[src/hdl/sita_pkg.sv]
`timescale 1ns / 1ps
// ----------------------------------------------------------------------------
// sita_pkg
// Shared types, sizes and character codes for the integer to ASCII formatter.
// ----------------------------------------------------------------------------
package sita_pkg;

   localparam int VALUE_BITS = 32;
   localparam int HEX_DIGITS = (VALUE_BITS + 3) / 4;
   localparam int DEC_DIGITS = ((VALUE_BITS - 1) * 30103) / 100000 + 1;
   localparam int NUM_DIGITS = (DEC_DIGITS > HEX_DIGITS) ? DEC_DIGITS : HEX_DIGITS;
   localparam int DIGIT_BITS = 4 * NUM_DIGITS;
   localparam int BIN_BITS   = 4 * HEX_DIGITS;
   localparam int IDX_BITS   = (NUM_DIGITS > 1) ? $clog2(NUM_DIGITS) : 1;
   localparam int STEPS      = HEX_DIGITS;
   localparam int STEP_BITS  = (STEPS > 1) ? $clog2(STEPS) : 1;
   localparam int FIFO_DEPTH = 2;
   localparam int PTR_BITS   = $clog2(FIFO_DEPTH);

   localparam logic [6:0] CH_ZERO       = 7'h30;
   localparam logic [6:0] CH_ALPHA_BASE = 7'h37;
   localparam logic [6:0] CH_X          = 7'h78;
   localparam logic [6:0] CH_MINUS      = 7'h2D;

   typedef struct packed {
      logic                         cmd;
      logic signed [VALUE_BITS-1:0] value;
   } req_type;

   typedef struct packed {
      logic [6:0] character;
      logic       last;
   } rsp_type;

   typedef struct packed {
      logic                  hex;
      logic                  neg;
      logic [VALUE_BITS-1:0] mag;
   } item_type;

   function automatic logic [6:0] digit_char(input logic [3:0] d);
      return (d < 4'd10) ? (CH_ZERO + 7'(d)) : (CH_ALPHA_BASE + 7'(d));
   endfunction

endpackage

[src/hdl/signed_integer_to_ascii.sv]
`timescale 1ns / 1ps
// ----------------------------------------------------------------------------
// signed_integer_to_ascii
// Formats a signed integer as decimal or 0x-prefixed hexadecimal ASCII text.
// ----------------------------------------------------------------------------
// A transaction is taken when start is high and busy is low; busy rises while
// the two-entry item queue is full. Each value gives its text one character a
// cycle on rsp_payload, marked by rsp_strobe, most significant first, with
// last set on the final character; the receiver cannot stall and must take
// every character as it appears. A decimal value is converted by double dabble,
// four magnitude bits a cycle; a hex value needs no conversion steps.
// Conversion of the next value overlaps output of the current one, so a new
// text starts as soon as the new value is converted and the previous text has
// ended. When idle, a request passes through the item queue, the conversion
// registers and the output registers before its first character appears.
module signed_integer_to_ascii (
   input  logic              clock,
   input  logic              reset,
   input  logic              start,
   output logic              busy,
   input  sita_pkg::req_type req_payload,
   output logic              rsp_strobe,
   output sita_pkg::rsp_type rsp_payload
);
   import sita_pkg::*;

   item_type push_item;
   item_type pop_item;
   logic     push;
   logic     pop;
   logic     fifo_full;
   logic     fifo_empty;

   sita_front u_front (
      .start       (start),
      .req_payload (req_payload),
      .fifo_full   (fifo_full),
      .busy        (busy),
      .push        (push),
      .item        (push_item)
   );

   sita_fifo u_fifo (
      .clock   (clock),
      .reset   (reset),
      .push    (push),
      .wr_data (push_item),
      .pop     (pop),
      .rd_data (pop_item),
      .full    (fifo_full),
      .empty   (fifo_empty)
   );

   sita_back u_back (
      .clock       (clock),
      .reset       (reset),
      .fifo_empty  (fifo_empty),
      .fifo_data   (pop_item),
      .pop         (pop),
      .rsp_strobe  (rsp_strobe),
      .rsp_payload (rsp_payload)
   );

endmodule

[src/hdl/sita_front.sv]
`timescale 1ns / 1ps
// ----------------------------------------------------------------------------
// sita_front
// Takes a request, splits it into radix, sign and unsigned magnitude, and
// pushes it into the item queue.
// ----------------------------------------------------------------------------
module sita_front (
   input  logic               start,
   input  sita_pkg::req_type  req_payload,
   input  logic               fifo_full,
   output logic               busy,
   output logic               push,
   output sita_pkg::item_type item
);
   import sita_pkg::*;

   logic [VALUE_BITS-1:0] raw;

   assign raw      = req_payload.value;
   assign item.hex = req_payload.cmd;
   assign item.neg = raw[VALUE_BITS-1];
   assign item.mag = raw[VALUE_BITS-1] ? ((~raw) + VALUE_BITS'(1)) : raw;

   assign busy = fifo_full;
   assign push = start & ~fifo_full;

endmodule

[src/hdl/sita_fifo.sv]
`timescale 1ns / 1ps
// ----------------------------------------------------------------------------
// sita_fifo
// Short queue of classified items between the front and back parts.
// ----------------------------------------------------------------------------
module sita_fifo (
   input  logic               clock,
   input  logic               reset,
   input  logic               push,
   input  sita_pkg::item_type wr_data,
   input  logic               pop,
   output sita_pkg::item_type rd_data,
   output logic               full,
   output logic               empty
);
   import sita_pkg::*;

   item_type              entry_ff [FIFO_DEPTH];
   logic [PTR_BITS-1:0]   wr_ptr_ff, wr_ptr_in;
   logic [PTR_BITS-1:0]   rd_ptr_ff, rd_ptr_in;
   logic [PTR_BITS:0]     count_ff, count_in;

   assign full    = (count_ff == (PTR_BITS + 1)'(FIFO_DEPTH));
   assign empty   = (count_ff == '0);
   assign rd_data = entry_ff[rd_ptr_ff];

   always_comb begin
      wr_ptr_in = push ? (wr_ptr_ff + PTR_BITS'(1)) : wr_ptr_ff;
      rd_ptr_in = pop ? (rd_ptr_ff + PTR_BITS'(1)) : rd_ptr_ff;
      unique case ({push, pop})
         2'b10:   count_in = count_ff + (PTR_BITS + 1)'(1);
         2'b01:   count_in = count_ff - (PTR_BITS + 1)'(1);
         default: count_in = count_ff;
      endcase
   end

   always_ff @(posedge clock) begin
      if (reset) begin
         wr_ptr_ff <= '0;
         rd_ptr_ff <= '0;
         count_ff  <= '0;
      end else begin
         wr_ptr_ff <= wr_ptr_in;
         rd_ptr_ff <= rd_ptr_in;
         count_ff  <= count_in;
      end
   end

   always_ff @(posedge clock) begin
      if (push) begin
         entry_ff[wr_ptr_ff] <= wr_data;
      end
   end

   a_no_overflow: assert property (@(posedge clock) disable iff (reset) push |-> !full)
      else $error("queue written while full");
   a_no_underflow: assert property (@(posedge clock) disable iff (reset) pop |-> !empty)
      else $error("queue read while empty");
   a_count_range: assert property (@(posedge clock) disable iff (reset)
      count_ff <= (PTR_BITS + 1)'(FIFO_DEPTH))
      else $error("queue count out of range");

endmodule

[src/hdl/sita_back.sv]
`timescale 1ns / 1ps
// ----------------------------------------------------------------------------
// sita_back
// Converts decimal magnitudes to digits (double dabble, four bits a cycle) and
// emits the text one character a cycle while the next item converts.
// ----------------------------------------------------------------------------
module sita_back (
   input  logic               clock,
   input  logic               reset,
   input  logic               fifo_empty,
   input  sita_pkg::item_type fifo_data,
   output logic               pop,
   output logic               rsp_strobe,
   output sita_pkg::rsp_type  rsp_payload
);
   import sita_pkg::*;

   typedef enum logic [1:0] {PH_SIGN, PH_ZERO, PH_X, PH_DIGIT} phase_type;

   function automatic logic [DIGIT_BITS-1:0] dabble4(input logic [DIGIT_BITS-1:0] bcd,
                                                      input logic [3:0] bits);
      logic [DIGIT_BITS-1:0] acc;
      acc = bcd;
      for (int s = 3; s >= 0; s--) begin
         for (int k = 0; k < NUM_DIGITS; k++) begin
            if (acc[k*4 +: 4] >= 4'd5) begin
               acc[k*4 +: 4] = acc[k*4 +: 4] + 4'd3;
            end
         end
         acc = {acc[DIGIT_BITS-2:0], bits[s]};
      end
      return acc;
   endfunction

   function automatic logic [IDX_BITS-1:0] top_digit(input logic [DIGIT_BITS-1:0] dig);
      logic [IDX_BITS-1:0] idx;
      idx = '0;
      for (int k = 0; k < NUM_DIGITS; k++) begin
         if (dig[k*4 +: 4] != 4'd0) begin
            idx = IDX_BITS'(k);
         end
      end
      return idx;
   endfunction

   // conversion stage
   logic                  cv_valid_ff, cv_valid_in;
   logic                  cv_done_ff, cv_done_in;
   logic [STEP_BITS-1:0]  cv_step_ff, cv_step_in;
   logic                  cv_hex_ff, cv_neg_ff;
   logic [BIN_BITS-1:0]   cv_bin_ff;
   logic [DIGIT_BITS-1:0] cv_digits_ff;
   logic                  cv_busy;

   // output stage
   logic                  em_valid_ff, em_valid_in;
   phase_type             em_phase_ff, em_phase_in;
   logic [IDX_BITS-1:0]   em_idx_ff, em_idx_in;
   logic                  em_hex_ff;
   logic [DIGIT_BITS-1:0] em_digits_ff;
   logic                  em_last;
   logic                  handoff;

   assign cv_busy = cv_valid_ff & ~cv_done_ff;
   assign em_last = em_valid_ff && (em_phase_ff == PH_DIGIT) && (em_idx_ff == '0);
   assign handoff = cv_valid_ff & cv_done_ff & (~em_valid_ff | em_last);
   assign pop     = ~fifo_empty & (~cv_valid_ff | handoff);

   always_comb begin
      cv_valid_in = cv_valid_ff;
      cv_done_in  = cv_done_ff;
      cv_step_in  = cv_step_ff;
      if (pop) begin
         cv_valid_in = 1'b1;
         cv_done_in  = fifo_data.hex;
         cv_step_in  = '0;
      end else if (handoff) begin
         cv_valid_in = 1'b0;
      end else if (cv_busy) begin
         cv_step_in = cv_step_ff + STEP_BITS'(1);
         if (cv_step_ff == STEP_BITS'(STEPS - 1)) begin
            cv_done_in = 1'b1;
         end
      end
   end

   always_comb begin
      em_valid_in = em_valid_ff;
      em_phase_in = em_phase_ff;
      em_idx_in   = em_idx_ff;
      if (handoff) begin
         em_valid_in = 1'b1;
         em_idx_in   = top_digit(cv_digits_ff);
         if (cv_neg_ff) begin
            em_phase_in = PH_SIGN;
         end else if (cv_hex_ff) begin
            em_phase_in = PH_ZERO;
         end else begin
            em_phase_in = PH_DIGIT;
         end
      end else if (em_valid_ff) begin
         unique case (em_phase_ff)
            PH_SIGN:  em_phase_in = em_hex_ff ? PH_ZERO : PH_DIGIT;
            PH_ZERO:  em_phase_in = PH_X;
            PH_X:     em_phase_in = PH_DIGIT;
            PH_DIGIT: begin
               if (em_idx_ff == '0) begin
                  em_valid_in = 1'b0;
               end else begin
                  em_idx_in = em_idx_ff - IDX_BITS'(1);
               end
            end
            default:  em_phase_in = PH_DIGIT;
         endcase
      end
   end

   always_ff @(posedge clock) begin
      if (reset) begin
         cv_valid_ff <= 1'b0;
         cv_done_ff  <= 1'b0;
         cv_step_ff  <= '0;
         em_valid_ff <= 1'b0;
         em_phase_ff <= PH_DIGIT;
         em_idx_ff   <= '0;
      end else begin
         cv_valid_ff <= cv_valid_in;
         cv_done_ff  <= cv_done_in;
         cv_step_ff  <= cv_step_in;
         em_valid_ff <= em_valid_in;
         em_phase_ff <= em_phase_in;
         em_idx_ff   <= em_idx_in;
      end
   end

   always_ff @(posedge clock) begin
      if (pop) begin
         cv_hex_ff    <= fifo_data.hex;
         cv_neg_ff    <= fifo_data.neg;
         cv_bin_ff    <= BIN_BITS'(fifo_data.mag);
         cv_digits_ff <= fifo_data.hex ? DIGIT_BITS'(fifo_data.mag) : '0;
      end else if (cv_busy) begin
         cv_bin_ff    <= {cv_bin_ff[BIN_BITS-5:0], 4'd0};
         cv_digits_ff <= dabble4(cv_digits_ff, cv_bin_ff[BIN_BITS-1 -: 4]);
      end
      if (handoff) begin
         em_hex_ff    <= cv_hex_ff;
         em_digits_ff <= cv_digits_ff;
      end
   end

   always_comb begin
      unique case (em_phase_ff)
         PH_SIGN:  rsp_payload.character = CH_MINUS;
         PH_ZERO:  rsp_payload.character = CH_ZERO;
         PH_X:     rsp_payload.character = CH_X;
         PH_DIGIT: rsp_payload.character = digit_char(em_digits_ff[em_idx_ff*4 +: 4]);
         default:  rsp_payload.character = CH_ZERO;
      endcase
   end

   assign rsp_payload.last = em_last;
   assign rsp_strobe       = em_valid_ff;

   a_text_unbroken: assert property (@(posedge clock) disable iff (reset)
      (rsp_strobe && !rsp_payload.last) |=> rsp_strobe)
      else $error("gap inside a text");
   a_minus_first: assert property (@(posedge clock) disable iff (reset)
      (rsp_strobe && rsp_payload.character == CH_MINUS)
         |-> (!$past(rsp_strobe) || $past(rsp_payload.last)))
      else $error("minus sign not at start of text");
   a_x_after_zero: assert property (@(posedge clock) disable iff (reset)
      (rsp_strobe && rsp_payload.character == CH_X)
         |-> ($past(rsp_strobe) && $past(rsp_payload.character) == CH_ZERO))
      else $error("hex prefix broken");

endmodule
[config.mk]
export PLATFORM = sky130hd
export DESIGN_NAME = signed_integer_to_ascii
export DESIGN_NICKNAME = d
export VERILOG_FILES = /design/src/hdl/sita_pkg.sv /design/src/hdl/signed_integer_to_ascii.sv /design/src/hdl/sita_front.sv /design/src/hdl/sita_fifo.sv /design/src/hdl/sita_back.sv
export SDC_FILE = /design/constraint.sdc
export NUM_CORES = 1
export LEC_CHECK = 0
export BUFFER_PORTS_ARGS = -buffer_cell sky130_fd_sc_hd__buf_2
export CAP_MARGIN = 20
export CORE_MARGIN = 1
export CORE_UTILIZATION = 60
export DETAILED_ROUTE_END_ITERATION = 10
export PLACE_DENSITY = 0.77
export SYNTH_ARGS = -nofsm -noshare
export SYNTH_HDL_FRONTEND = slang
export SYNTH_SLANG_ARGS = --single-unit
[constraint.sdc]
create_clock -name clock -period 4.8 [get_ports clock]
set_clock_uncertainty 0.2 [all_clocks]
set_input_delay 1.44 -clock clock [delete_from_list [all_inputs] [get_ports clock]]
set_output_delay 1.44 -clock clock [all_outputs]
set_load 0.05 [all_outputs]
## Yosys cells after proc, flatten, opt, wreduce, memory -nomap -nowiden

Memory sizes are Yosys's and may differ from the RTL's. A register that Yosys moved wholly into a read port is not among the register bits.
Index checks and enable logic that the tools add are counted.

| storage, ports and cells | value |
|---|---|
| bits in registers | 131 |
| RAM bits | 68 |
| input port bits | 36 |
| logic and storage cells | 298 |
| memories kept | 1 |

Memories:

| memory | depth | width | rd ports | clocked after memory_dff | write ports | RTL line | text |
|---|---|---|---|---|---|---|---|
| u_fifo.entry_ff | 2 | 34 | 1 | 1 | 1 | sita_fifo.sv:18 | `item_type entry_ff [FIFO_DEPTH];` |

| cells by class | value |
|---|---|
| add/subtract/negate cells | 49 |
| magnitude comparators | 41 |
| eq/ne operators | 9 |
| shifts and indexed selects | 1 |
| mux-type cells | 142 |
| bitwise logic cells | 14 |
| reduce and logical (&&, ||, !) cells | 26 |

Operators by type and width:

| kind | number |
|---|---|
| $mux W4 | 96 |
| $ge A4 B3 Y1 const B | 40 |
| $add A4 B2 Y4 const B | 36 |
| $mux W32 | 4 |
| $mux W40 | 2 |
| $mux W3 | 14 |
| $reduce_bool A4 Y1 | 10 |
| $shiftx A40 B7 Y4 | 1 |
| $add A32 B1 Y32 const B | 1 |
| $not A32 Y32 | 1 |
| $pmux W7 S4 | 1 |
| $mux W1 | 15 |
| $add A6 B4 Y7 const A | 2 |
| $mux W2 | 7 |
| $add A3 B2 Y3 const B | 4 |
| $reduce_bool A2 Y1 | 6 |
| $eq A2 B2 Y1 const B | 4 |
| $mux W7 | 1 |
| $not A1 Y1 | 6 |
| $pmux W2 S3 | 1 |
| $reduce_and A3 Y1 | 2 |
| $and A1 B1 Y1 | 5 |
| $eq A2 B1 Y1 const B | 2 |
| $logic_not A2 Y1 | 2 |
| other kinds (15) | 19 |

## Logic depth before layout (Yosys ltp)

| depth | value |
|---|---|
| depth in word-level cells | 20 |
| mapped depth | 22 |
| gate-level depth less buffers | 22 |

## By module

Synthesis repeated with hierarchy kept, for this count alone.

| second synthesis, totals | value |
|---|---|
| cells, all modules | 1457 |
| area, all modules | 14067.2 um^2 |

By module, submodules not included:

| module | times used | cells an instance | area an instance (um^2) | seq. area each (um^2) |
|---|---|---|---|---|
| sita_back | 1 | 1226 | 10607.7 | 3693.5 |
| sita_fifo | 1 | 128 | 2650.0 | 2142.1 |
| sita_front | 1 | 103 | 809.5 | 0.0 |

## Worst setup path after synthesis

OpenSTA, ideal clock, no wires.

| path | value |
|---|---|
| path kind | register to output |
| start | register u_back.em_idx_ff[0] |
| end | output port rsp_payload[2] (netlist name) |
| arrival | 4.577 ns |
| slack | -1.417 ns |
| stages on the path, launching flop included | 8 |
| path buffers | 2 |
| path through | dfxtp_1 clkbuf_1 buf_1 mux4_2 mux2i_1 o22a_1 ha_1 a2111oi_0 |

RTL lines:

| element | RTL line | text |
|---|---|---|
| from (decl) | sita_back.sv:58 | `logic [IDX_BITS-1:0] em_idx_ff, em_idx_in;` |
| from (signal assigned) | sita_back.sv:132 | `em_idx_ff <= em_idx_in;` |
| to (decl) | signed_integer_to_ascii.sv:23 | `output sita_pkg::rsp_type rsp_payload` |

==> flow_summary.yaml <==
routing:
  antenna_left: 0
  dr_total_vias: 10281
  avgRoutedWirePerCell_um: 16.55
  drt-initial-drc-count: 800
  first_pass_iters: 6
  routed_wl_mm: 27.75
  drc_errors: 0
  vias_per_cell: 6.131
synth:
  async_flop_share_pct: 0
  ys_seq_area_share_pct: 43.94
  yosys.area.top_type: "edfxtp_1"
  synth_most_common_cell: "edfxtp_1"
  yosysTopAreaCellShare_pct: 41.38
  synth.avg_cell_area_um2: 9.816
  yosys_register_bits: 200
  synth_cell_type_count: 85
  synth_warnings: 0
  syn_nets: 1442
  syn_area_um2: 13280
  synth_cells: 1353
  ys_top_cells_by_count: "edfxtp_1 (183), nor2_1 (120), o21ai_0 (102)"
  synth_edf_count: 183
  synth.area.top_cells: "edfxtp_1 (41%), mux2i_1 (5.3%), ha_1 (5.0%)"
  synthFlopType: "edfxtp_1"
cells_and_area:
  n_fill_cell: 1648
  multi_input_area_um2: 7051
  syn_to_final_growth_pct: 8.922
  drive_above_1_share_pct: 11.81
  fin_area_um2: 14470
  nets: 1473
  register_area_um2: 5838
  post-route-util_pct: 66.49
  diodes: 0
  fin_cells: 1677
die:
  start_util_pct: 61.05
  die_area_um2: 22730
  core.rowCount: 54
  ios: 46
  core_area_um2: 21760
  die_y_um: 150.8
  fp.dieW_um: 150.8
clock_tree:
  cts.sinks: 200
  post-cts-setup-buffers: 0
  cts_tree: "built"
  clock_latency_ps: 430
  numCtsBuffers: 17
  ctsRootBufferMaster: "clkbuf_16"
  clkTransAtPathRegs_ps: 80
  cts.path.max_buffers: 2
  htreeDepth: 4
  cts_resized: 0
  cts_hold_buf: 0
global_route:
  grt_start_max_net_pins: 54
  grt_pass1_vias: 9475
  grt_overflow_total: 0
  grt_antenna_before_repair: 0
  grt_pass1_wl_mm: 45.34
  grt_usage_pct: 25.32
timing:
  drv_slew: 0
  fmax_mhz: 221.1
  worst_pin_slew_ps: 821.0
  final_hold_viol_count: 0
  worst_slack_ps: 277.9
  slew_headroom_pct: 45.06
  finalCriticalPeriod_ps: 4522
  period_share_pct: 94.21
  setup_violations: 0
placed_design:
  detailed_place_hpwl_mm: 20.51
  post-place-cells: 1645
  post-place-ws_ps: 83.26
  globalplace.congestion: 0.8499
  io_buffers: 45
  dpl_cell_area_um2: 13840
setup_path:
  crit_type: "reg -> out"
  crit_arrival_ps: 2880
  crit_required_ps: 3160
  crit_path_end_kind: "output port"
  path_max_fanout: 9
  cp-start-kind: "flop"
worst_hold_path:
  hold_class: "reg -> reg"
job:
  drv_cap: 0
status:
  status: "complete, no violations"
## kinds of logic (layout without fill, tap and decap cells)
family                     Yosys count  after routing  share of synthesized area (%)
xor gates and xnor gates            54             54                          3.618
adders and majority gates           53             53                          4.993
DFF                                200            200                          43.94
buffers and inverters              122            166                          3.618
and+or+nand+nor                    413            413                          15.20
AOI/OAI and AO/OA                  421            421                          20.79
muxes                               90             90                          7.847
## cells in the final DEF, fill, tap and decap left out, types with 15 or more instances in the layout
| cell | synthesis | layout |
|---|---|---|
| a211oi_1 | 25 | 24 |
| a21oi_1 | 101 | 96 |
| buf_2 | 4 | 45 |
| buf_4 | 4 | 15 |
| clkbuf_16 | 0 | 17 |
| dfxtp_1 | 17 | 15 |
| edfxtp_1 | 183 | 183 |
| ha_1 | 53 | 52 |
| inv_1 | 72 | 71 |
| mux2i_1 | 70 | 68 |
| nand2_1 | 100 | 100 |
| nand2b_1 | 26 | 26 |
| nand3_1 | 20 | 20 |
| nor2_1 | 120 | 119 |
| nor3_1 | 35 | 35 |
| o211ai_1 | 15 | 15 |
| o21a_1 | 17 | 17 |
| o21ai_0 | 102 | 101 |
| o31ai_1 | 16 | 16 |
| or3_1 | 31 | 31 |
| xnor2_1 | 41 | 40 |
## flip-flops by register name (all words and copies together), names as in the netlist, 2 cells and up, named ones only
name / flops
u_fifo.entry_ff: 68
u_back.cv_digits_ff: 40
u_back.em_digits_ff: 40
u_back.cv_bin_ff: 32
u_back.em_idx_ff: 4
u_back.cv_step_ff: 3
u_back.em_phase_ff: 2
u_fifo.count_ff: 2
## final timing paths
path,slack [ps],cells past startpoint,to,from
worst min-delay path,260,0,u_back.em_hex_ff,u_back.cv_hex_ff
worst max register to register,320,21,u_back.cv_digits_ff[38],u_back.cv_digits_ff[36]
worst max-delay path,280,9,rsp_payload[5],u_back.em_idx_ff[0]
worst min register to register,260,0,u_back.em_hex_ff,u_back.cv_hex_ff
## routing by layer
metal  vias up  routed length [µm]  global-route usage, %
li1       5141                   -                      -
met1      4876               12860                  35.16
met2       246               13180                  41.40
met3        18                1294                  3.765
met4         0                 416                  7.000
met5         -                   0                      0
## area by class of cell
class,instances,share of cell area [%]
clock inverter,14,1.038
tap,280,2.422
inverter,72,1.868
clock buffer,18,2.967
sequential,200,40.36
timing repair buffer,62,2.612
multi-input combinational,1031,48.74
## through the flow
step,TNS [ps],hold WS (ps)
6_report,0,262.5
4_1_cts,0,265.0
3_5_place_dp,0,247.9
3_3_place_gp,0,234.4
5_1_grt,-1.529,281.1
2_1_floorplan,0,220.6
## critical path, stage by stage, from the launching register on
cell and delay (ps):
dfxtp_2 520, mux4_2 580, mux2i_1 220, o22a_1 230, ha_1 180, nor2_1 50
o21ai_0 210, a21oi_1 100, nor2_1 90, buf_2 260
Power is left out: the tool's default activity adds up to more than one toggle a clock period on the data nets, which glitch-free logic cannot reach.
